$ cat config.mk
export PLATFORM = sky130hd
export DESIGN_NAME = ikht_ram
export DESIGN_NICKNAME = d
export VERILOG_FILES = /design/src/hdl/ikht_ram.sv
export SDC_FILE = /design/constraint.sdc
export NUM_CORES = 1
export LEC_CHECK = 0
export BUFFER_PORTS_ARGS = -buffer_cell sky130_fd_sc_hd__buf_4
export CORE_MARGIN = 2
export CORE_UTILIZATION = 50
export CTS_CLUSTER_DIAMETER = 30
export DETAILED_ROUTE_END_ITERATION = 6
export PLACE_DENSITY = 0.72
export SLEW_MARGIN = 30
export SYNTH_ARGS = -nofsm -noshare
export SYNTH_HDL_FRONTEND = slang
export SYNTH_SLANG_ARGS = --single-unit
$ cat constraint.sdc
create_clock -name clk -period 5.1 [get_ports clk]
set_clock_uncertainty 0.05 [all_clocks]
set_input_delay 0.51 -clock clk [delete_from_list [all_inputs] [get_ports clk]]
set_output_delay 0.51 -clock clk [all_outputs]
set_load 0.005 [all_outputs]
$ cat src/hdl/ikht_ram.sv
`default_nettype none
module ikht_ram #(
  parameter int WIDTH = 8,
  parameter int DEPTH = 16,
  localparam int AW = (DEPTH > 1) ? $clog2(DEPTH) : 1
) (
  input  wire logic                  clk,
  input  wire logic                  we,
  input  wire logic [AW-1:0]         waddr,
  input  wire logic [WIDTH-1:0]      wdata,
  input  wire logic                  re,
  input  wire logic [AW-1:0]         raddr,
  output      logic [WIDTH-1:0]      rdata
);

  logic [WIDTH-1:0] mem [DEPTH];

  always_ff @(posedge clk) begin
    if (we) begin
      mem[waddr] <= wdata;
    end
    if (re) begin
      rdata <= mem[raddr];
    end
  end

endmodule
`default_nettype wire

# --- After elaboration in Yosys (flattened, before gate mapping) ---
# Memory sizes are Yosys's and may differ from the RTL's. A register that Yosys moved wholly into a read port is not among the register bits.
# Cells that the tools add are included.
# W data, S select, Z words.
op_classes:
  n_addsub: 0
  multipliers: 0
  div: 0
  order_cmp: 0
  eq_ne: 0
  n_shift: 0
  n_mux: 2
  n_bitwise: 0
  reduce_logical: 0
ops:
  columns: ["op", "count"]
  rows:
  - ["$mux W1", 2]
word_totals:
  register_bits: 0
  latch_bits: 0
  ram_bits: 128
  mem_bits_ro: 0
  in_bits: 19
  out_inout_bits: 8
  n_memories: 1
memory_table:
  columns: ["memory", "words", "width", "rd", "rd_clocked_by_memory_dff", "wr", "line", "source"]
  rows:
  - ["mem", 16, 8, 1, 1, 1, "16", "logic [WIDTH-1:0] mem [DEPTH];"]

# --- Depth between registers and ports, before layout ---
# Gate-level depths: netlist of the first run.
logic_depth:
  ltp_word: 2
  mapped_depth: 5
  ltp_nobuf: 3

# --- Worst setup path after synthesis of the first run ---
# No wires, ideal clock.
synth_timing:
  kind: "input -> register"
  startpoint: "input port waddr[2]"
  endpoint: "memory mem[0][0], enable pin"
  setup_time_ns: 0.383
  arrival_ns: 1.620
  required_ns: 4.667
  slack_ns: 3.047
  path_stages: 2
  n_path_buf: 0
  cell_sequence: "or3b_2 nor3_1"
synth_rtl:
  columns: ["element", "line", "source"]
  rows:
  - ["start, declared", "9", "input wire logic [AW-1:0] waddr,"]
  - ["end, declared", "16", null]
# No word-level cell before the write port.

==> flow_metrics.py, run 1 <==
metrics = {
    "route": {
        "wl_per_cell_um": 23.6,
        "drtIter0Drc": 214,
        "vias_per_cell": 5.75,
        "routed_wl_um": 9750,
        "post-route-drc-count": 0,
        "first_pass_iters": 4,
        "postRouteAntennaNets": 0,
        "num_vias": 2380,
    },
    "critical_path": {
        "cp_top_family": "multiplexers",
        "rr_worst_depth": 3,
        "reg2reg_from": "mem[3][1]$_DFFE_PP_",
        "worst-path-buf-inv": 1,
        "cp-start-kind": "primary input",
        "cp_max_fo": 32,
        "cpPeakStageDelay_ns": 0.69,
        "crit_path_end_kind": "flip-flop",
        "crit_chain": "buf_4 > mux4_1 > a22oi_1 > nand2_1",
        "r2r_end": "rdata[1]$_DFFE_PP_",
        "crit_arrival_ns": 2.02,
        "worstSetupPathType": "primary input to flip-flop",
        "cp_slowest_cell": "mux4_1",
        "critPathRequiredTime_ns": 5.30,
        "r2r_slack_ns": 3.54,
    },
    "synth": {
        "yosysSeqAreaShare": 0.781,
        "synth-simple-area-share": 0.0314,
        "synth_edf_count": 136,
        "synth_cells": 229,
        "synth_most_common_cell": "edfxtp_1",
        "synth.top_cells.by_count": "136 x edfxtp_1, 18 x mux4_2, 16 x a22oi_1",
        "avgSynthCellArea_sq_um": 22.8,
        "synth-xor-area-share": 0,
        "synth_top_area_frac": 0.781,
        "synth_compound_area_frac": 0.0230,
        "ys_types": 18,
        "yosys_most_used_dff": "edfxtp_1",
        "synth_nets": 248,
        "yosys_warnings": 0,
        "synth_fa_ha_area_frac": 0,
        "synth_top_cell_by_area": "edfxtp_1",
        "synth-async-reset-ratio": 0,
        "synth_area_sq_mm": 0.00523,
        "synthTopCellsByArea": "edfxtp_1 78%, mux4_2 7.8%, mux4_1 7.0%",
        "synth_mux_area_frac": 0.148,
        "synth_top_family_by_area": "multiplexers",
        "ys_seq_elements": 136,
    },
    "worst_hold_path": {
        "worstHoldEndpoint": "rdata[3]$_DFFE_PP_",
        "hold_path.class": "primary input to flip-flop",
        "min_delay_path_depth": 1,
        "hp-start": "re",
    },
    "global_routing": {
        "grt_usage": 0.191,
        "grt-ovfl-total": 0,
        "grt_pass1_wl_um": 14800,
        "grt_max_degree": 33,
        "antenna_found_initial": 0,
        "grt_pass1_vias": 2478,
    },
    "clocking": {
        "cts_hold_buf": 0,
        "cts_max_path_buffers": 2,
        "cts.sinks": 136,
        "cts_tree": "built",
        "cts_made_buffers": 17,
        "htreeDepth": 4,
        "cts_root_buffer": "clkbuf_8",
        "cts_setup_buffers": 0,
        "cts_resized": 0,
        "insertion_delay_ns": 0.51,
        "clk_pin_slew_ns": 0.06,
    },
    "layout": {
        "fin_nets": 284,
        "fin_cells": 414,
        "multi_input_area_sq_mm": 0.00109,
        "fillers": 697,
        "layout-drive-gt1-share": 0.299,
        "areaGrowthSynthToFinish_pct": 17.1,
        "seq_area_sq_mm": 0.00408,
        "n_antenna_cell": 0,
    },
    "status": {
        "status": "complete, no violations",
    },
    "sta": {
        "hold_viol": 0,
        "max_freq_ghz": 0.551,
        "tns_ns": 0,
        "finalSetupViolCount": 0,
        "rsz0062_at_grt": "no",
        "max_slew_margin": 0.362,
        "maxSlewViolCount": 0,
        "fin_crit_sh": 0.356,
        "min_period_ns": 1.81,
        "worst_slew_pin_slew_ns": 0.953,
    },
    "placed_design": {
        "hpwl_um": 5930,
        "io_buffer_count": 26,
        "gp_congestion": 0.715,
        "dp.cells": 382,
    },
    "die": {
        "initial_core_util": 0.511,
        "die_area_sq_mm": 0.0113,
        "die_h_um": 106,
        "core_area_sq_mm": 0.0102,
        "io_pins": 27,
        "std_cell_rows": 37,
        "fp.dieW_um": 106,
    },
    "flow_run": {
        "drv_cap": 0,
    },
    "pwr": {
        "p_leak_nw": 2.02,
        "ir_drop_uv": 248,
        "p_per_area_mw_per_mm2": 418,
    },
}
## area by class of cell
class / count / share of cell area
clock buffers: 19 / 0.0689
clock inverters: 13 / 0.0251
multi-input cells: 83 / 0.178
flip-flops and latches: 136 / 0.667
well taps: 136 / 0.0278
repair buffers: 27 / 0.0331
## how the worst max path moves through the flow
stage	start	end	slack [ns]	cells after the start
final	raddr[0]	rdata[1]$_DFFE_PP_	3.29	4
after global routing	raddr[0]	rdata[1]$_DFFE_PP_	3.21	4
after CTS	waddr[2]	mem[0][3]$_DFFE_PP_	3.18	3
after detailed placement	waddr[2]	mem[0][0]$_DFFE_PP_	2.70	3
after global placement	waddr[2]	mem[0][2]$_DFFE_PP_	2.73	3
after floorplan	waddr[2]	mem[0][0]$_DFFE_PP_	3.05	2
## cells in the final DEF (no fill, tap or decap), types with 3 or more instances in the layout
cell	count
mux4_1	14
nand2_1	9
mux4_2	18
nor2_1	8
clkbuf_16	16
nor2_2	5
a22oi_1	16
buf_4	27
edfxtp_1	136
clkinv_2	4
bufinv_16	3
clkinvlp_4	3
## per-stage QoR
| step | setup WS, ns | hold WS, ns | power [mW] | instance area, sq um | util |
|---|---|---|---|---|---|
| 2_1_floorplan | 3.05 | 0.559 | 1.35 | 5230 | - |
| 3_3_place_gp | 2.73 | 0.681 | 1.40 | 5520 | 0.540 |
| 3_5_place_dp | 2.70 | 0.692 | 1.40 | 5530 | 0.541 |
| 4_1_cts | 3.18 | 0.206 | 2.57 | 6110 | 0.597 |
| 5_1_grt | 3.21 | 0.219 | 2.62 | 6120 | 0.599 |
| 6_report | 3.29 | 0.216 | 2.56 | 6120 | 0.599 |
## cells by family after synthesis
kind of cell	count (synthesis)
DFF	136
and+or+nand+nor	35
muxes	32
AOI/OAI and AO/OA	16
buffers and inverters	10
## report_power, final
group	switching [mW]	leakage, nW	internal (mW)
registers	0.00590	1.24	1.26
logic	0.0655	0.506	0.0504
clock network	0.436	0.275	0.740
## state kept, by name (all words and copies together), names as in the netlist
signal / cells
rdata: 8
mem: 128
## metal layers
layer  part of all wire  GRT usage  up-vias
li1                   -          -     1056
met4              0.015     0.0789        0
met5                  0          0        -
met2               0.50      0.293       77
met3              0.051     0.0417       13
met1               0.44      0.270     1234
Power figures use the tool's default switching activity.
==> run 2, diff against run 1 <==
Settings changed: PLACE_DENSITY 0.72 to 0.75.
Clock period 5.1 ns to 1.6 ns, I/O delays scaled along.
==> flow_metrics.py, run 2 (synthesis gave the netlist of run 1 again) <==
metrics = {
    "critical_path": {
        "cp_top_family": "multiplexers",
        "cp_slowest_cell": "mux4_2",
        "cp-start-kind": "flip-flop",
        "crit_arrival_ns": 1.75,
        "crit_chain": "mux4_2 > a22oi_1 > nand2_1",
        "worst-path-buf-inv": 0,
        "critPathRequiredTime_ns": 1.81,
        "cpPeakStageDelay_ns": 0.48,
        "worstSetupPathType": "flip-flop to flip-flop",
        "reg2reg_from": "mem[1][7]$_DFFE_PP_",
        "crit_path_end_kind": "flip-flop",
        "crit_start": "mem[1][7]$_DFFE_PP_",
        "cp_max_fo": 1,
    },
    "clocking": {
        "cts_tree": "built",
        "cts.sinks": 136,
        "htreeDepth": 4,
        "cts_made_buffers": 17,
        "insertion_delay_ns": 0.52,
        "clk_pin_slew_ns": 0.06,
        "cts_root_buffer": "clkbuf_8",
        "cts_max_path_buffers": 2,
    },
    "sta": {
        "worst_slew_pin_slew_ns": 0.731,
        "finalSetupViolCount": 0,
        "timing.hold.ws_ns": 0.108,
        "max_freq_ghz": 0.649,
        "hold_viol": 0,
        "max_slew_margin": 0.511,
        "rsz0062_at_grt": "no",
        "maxSlewViolCount": 0,
        "fin_crit_sh": 0.962,
        "min_period_ns": 1.54,
        "fin_ws_ns": 0.0603,
        "tns_ns": 0,
    },
    "global_routing": {
        "grt_pass1_vias": 2645,
        "grt-ovfl-total": 0,
        "grt_usage": 0.203,
        "antenna_found_initial": 0,
        "grt_max_degree": 17,
        "grt_pass1_wl_um": 15900,
    },
    "pwr": {
        "p_per_area_mw_per_mm2": 1260,
        "ir_drop_uv": 867,
        "total_power_mw": 8.13,
        "p_leak_nw": 2.20,
    },
    "placed_design": {
        "dp.cells": 408,
        "post-place-ws_ns": -0.142,
        "gp_congestion": 0.743,
        "hpwl_um": 6650,
        "io_buffer_count": 26,
    },
    "layout": {
        "areaGrowthSynthToFinish_pct": 23.1,
        "largest_reg_flops": 128,
        "most-common-layout-cells": "136 x edfxtp_1, 48 x buf_4, 18 x mux4_2",
        "layout-drive-gt1-share": 0.316,
        "fin_cells": 449,
        "top_register": "mem",
        "top_regs": "mem (128), rdata (8)",
        "fin_nets": 319,
        "final_common_cell": "edfxtp_1",
        "n_antenna_cell": 0,
    },
    "route": {
        "drtIter0Drc": 221,
        "num_vias": 2554,
        "met1_length_um": 4310,
        "postRouteAntennaNets": 0,
        "post-route-drc-count": 0,
        "wl_met3_um": 724,
        "wl_met2_um": 5410,
        "top_layer": "met4",
        "wl_per_cell_um": 23.4,
        "first_pass_iters": 4,
        "routed_wl_um": 10500,
        "vias_per_cell": 5.69,
    },
    "status": {
        "status": "complete, no violations",
    },
    "die": {
        "initial_core_util": 0.511,
        "die_area_sq_mm": 0.0113,
        "io_pins": 27,
        "fp.dieW_um": 106,
        "core_area_sq_mm": 0.0102,
        "std_cell_rows": 37,
        "die_h_um": 106,
    },
    "worst_hold_path": {
        "hold_path.class": "primary input to flip-flop",
        "hp-start": "waddr[0]",
    },
    "flow_run": {
        "drv_cap": 0,
    },
}
run 2: changes by cell type in the layout (fill, tap and decap cells not counted), moves of 2 or more:
cell / before / now
a22oi_1: 16 / 14
nor2_1: 8 / 13
buf_4: 27 / 48
nor3_1: 1 / 3
clkinv_1: 1 / 6
buf_12: 0 / 5
a22oi_2: 0 / 2
nor2_2: 5 / 0
clkinvlp_4: 3 / 1
dlygate4sd3_1: 0 / 9
run 2: layout make-up:
class / count / area (sq um)
tap: 136 / 170
clock buffer: 19 / 422
timing repair buffer: 62 / 551
multi-input combinational: 83 / 1070
clock inverter: 13 / 135
fill: 688 / 3800
sequential: 136 / 4080
run 2: repair_timing:
action | CTS | global route
endpoints found under the setup margin | 0 | 2
hold endpoints to repair | 136 | 0
hold buffers | 9 | 0
gates resized for setup | 0 | 2
buffers inserted | 0 | 0
run 2: where the power goes:
part / internal [mW] / total [mW] / switching (mW)
logic: 0.217 / 0.433 / 0.216
clock network: 2.33 / 3.66 / 1.33
registers: 4.02 / 4.04 / 0.0244
run 2: metal layers:
layer	vias up	track usage
li1	1125	-
met1	1313	0.280
met2	111	0.300
met3	5	0.0650
met4	0	0.0921
met5	-	0
run 2: tightest hold or removal path: cells and delay by family:
kind	cells	cell delay, ns
buffers and inverters	2	0.29
and+or+nand+nor	1	0.05
run 2: worst paths after layout:
path                            depth (start not counted)  slack [ns]             endpoint
worst max register to register                          3        0.06   rdata[7]$_DFFE_PP_
worst min-delay path                                    3        0.11  mem[4][4]$_DFFE_PP_
worst max-delay path                                    3        0.06   rdata[7]$_DFFE_PP_
worst min register to register                          3        0.69   rdata[3]$_DFFE_PP_
run 2: through the flow:
step                instance area, sq um   util
finish                              6430  0.629
floorplan                           5230      -
CTS                                 6420  0.628
global placement                    5780  0.565
global route                        6430  0.629
detailed placement                  5780  0.565
==> run 3, diff against run 2 <==
Settings changed: PLACE_DENSITY 0.75 to 0.82.
Clock period 1.6 ns to 1.25 ns, I/O delays scaled along.
==> flow_metrics.py, run 3 (synthesis gave the netlist of run 1 again) <==
metrics = {
    "global_routing": {
        "antenna_found_initial": 0,
        "grt_usage": 0.210,
        "grt-ovfl-total": 0,
        "grt_max_degree": 17,
        "grt_pass1_vias": 2748,
        "grt_pass1_wl_um": 16300,
    },
    "die": {
        "io_pins": 27,
        "die_area_sq_mm": 0.0113,
        "std_cell_rows": 37,
        "initial_core_util": 0.511,
        "die_h_um": 106,
        "core_area_sq_mm": 0.0102,
        "fp.dieW_um": 106,
    },
    "clocking": {
        "insertion_delay_ns": 0.51,
        "cts_tree": "built",
        "cts.sinks": 136,
        "htreeDepth": 4,
        "cts_root_buffer": "clkbuf_8",
        "cts_setup_buffers": 0,
        "cts_made_buffers": 17,
        "clk_pin_slew_ns": 0.06,
        "cts_max_path_buffers": 2,
    },
    "critical_path": {
        "crit_path_end_kind": "flip-flop",
        "crit_arrival_ns": 1.70,
        "r2r_slack_ns": -0.24,
        "crit_chain": "mux4_2 > a22oi_1 > nand2_1",
        "critPathRequiredTime_ns": 1.45,
        "cpPeakStageDelay_ns": 0.48,
        "cp_slowest_cell": "mux4_2",
        "cp_top_family": "multiplexers",
        "path_depth": 3,
        "cp-start-kind": "flip-flop",
        "worst-path-buf-inv": 0,
        "rr_worst_depth": 3,
        "reg2reg_from": "mem[11][4]$_DFFE_PP_",
        "cp_max_fo": 1,
        "r2r_end": "rdata[4]$_DFFE_PP_",
        "worstSetupPathType": "flip-flop to flip-flop",
    },
    "layout": {
        "top_regs": "mem (128), rdata (8)",
        "final_common_cell": "edfxtp_1",
        "areaGrowthSynthToFinish_pct": 25.4,
        "most-common-layout-cells": "136 x edfxtp_1, 37 x buf_4, 32 x mux4_2",
        "largest_reg_flops": 128,
        "fin_nets": 317,
        "layout-drive-gt1-share": 0.402,
        "n_antenna_cell": 0,
        "top_register": "mem",
    },
    "worst_hold_path": {
        "hp-start": "waddr[1]",
        "min_delay_path_depth": 3,
        "hold_path.class": "primary input to flip-flop",
        "worstHoldEndpoint": "mem[0][5]$_DFFE_PP_",
    },
    "pwr": {
        "power_frac_clock": 0.474,
        "combPwrFrac": 0.054,
        "p_leak_nw": 2.18,
        "seq_power_share": 0.472,
        "intPower_mw": 8.86,
        "switching_share": 0.192,
        "ir_drop_uv": 1050,
        "p_per_area_mw_per_mm2": 1670,
        "p_sw_mw": 2.11,
    },
    "sta": {
        "fin_crit_sh": 1.19,
        "min_period_ns": 1.49,
        "maxSlewViolCount": 0,
        "fin_ws_ns": -0.241,
        "worst_slew_pin_slew_ns": 0.916,
        "timing.hold.ws_ns": 0.0671,
        "hold_viol": 0,
        "max_slew_margin": 0.388,
        "rsz0062_at_grt": "yes",
        "max_freq_ghz": 0.670,
        "finalSetupViolCount": 11,
    },
    "route": {
        "wl_met2_um": 5660,
        "routed_wl_um": 10600,
        "num_vias": 2542,
        "met1_length_um": 3940,
        "top_layer": "met4",
        "postRouteAntennaNets": 0,
        "wl_per_cell_um": 23.7,
        "wl_met3_um": 837,
        "drtIter0Drc": 251,
        "vias_per_cell": 5.69,
        "first_pass_iters": 4,
        "post-route-drc-count": 0,
    },
    "status": {
        "violations": "negative setup slack",
        "status": "finished, violations left",
    },
    "placed_design": {
        "post-place-ws_ns": -0.416,
        "io_buffer_count": 26,
        "gp_congestion": 0.718,
        "hpwl_um": 6590,
    },
    "flow_run": {
        "drv_cap": 0,
    },
}
run 3: cell count changes in the layout (fill, tap and decap cells not counted), moves of 4 or more:
cell	delta
mux4_1	-14
mux4_2	+14
buf_4	-11
buf_6	+5
a22oi_1	-4
a22oi_2	+4
buf_12	+4
clkinv_1	-4
run 3: final cells by class:
cell class / instances / area (sq um)
tap: 136 / 170
timing repair buffer: 60 / 604
clock inverter: 13 / 203
sequential: 136 / 4080
fill: 645 / 3680
multi-input combinational: 83 / 1070
clock buffer: 19 / 422
run 3: per-stage QoR:
| stage | setup TNS [ns] | utilization | power, mW | cells | instance area [sq um] |
|---|---|---|---|---|---|
| 5_1_grt | -2.32 | 0.641 | 11.3 | 447 | 6550 |
| 6_report | -1.88 | 0.641 | 11.0 | 447 | 6550 |
| 4_1_cts | -2.11 | 0.638 | 11.0 | 447 | 6530 |
| 3_3_place_gp | -6.79 | 0.566 | 5.78 | 406 | 5790 |
| 2_1_floorplan | -1.22 | - | 5.54 | 229 | 5250 |
| 3_5_place_dp | -9.60 | 0.566 | 5.81 | 406 | 5790 |
run 3: worst reg2reg max path, stage by stage, from the launching register on:
cell	delay [ns]
edfxtp_1	0.37
mux4_2	0.48
a22oi_1	0.25
nand2_1	0.08
run 3: routing by layer:
layer / track usage / vias up
met1: 0.268 / 1315
met2: 0.357 / 104
met4: 0.0630 / 0
met5: 0 / -
li1: - / 1109
met3: 0.0552 / 14
run 3: how the worst max path moves through the flow:
stage	start	to	slack, ns
after floorplan	raddr[0]	rdata[1]$_DFFE_PP_	-0.13
after global placement	raddr[0]	rdata[6]$_DFFE_PP_	-0.38
after detailed placement	raddr[0]	rdata[5]$_DFFE_PP_	-0.42
after CTS	mem[8][5]$_DFFE_PP_	rdata[5]$_DFFE_PP_	-0.27
after global routing	mem[10][5]$_DFFE_PP_	rdata[5]$_DFFE_PP_	-0.30
final	mem[11][4]$_DFFE_PP_	rdata[4]$_DFFE_PP_	-0.24
run 3: power groups by stage:
stage / clock network, mW / logic, mW / registers [mW]
after floorplan: 0 / 0.287 / 5.25
after detailed placement: 0 / 0.544 / 5.27
after global placement: 0 / 0.525 / 5.26
final: 5.20 / 0.589 / 5.18
after CTS: 5.27 / 0.588 / 5.18
after global routing: 5.48 / 0.635 / 5.19
run 3: timing repair:
| item | in CTS | in global routing |
|---|---|---|
| gates resized for setup | 7 | 5 |
| hold endpoints to repair | 136 | 0 |
| pin swaps | 0 | 1 |
| hold buffers | 9 | 0 |
| setup endpoints to repair | 12 | 13 |
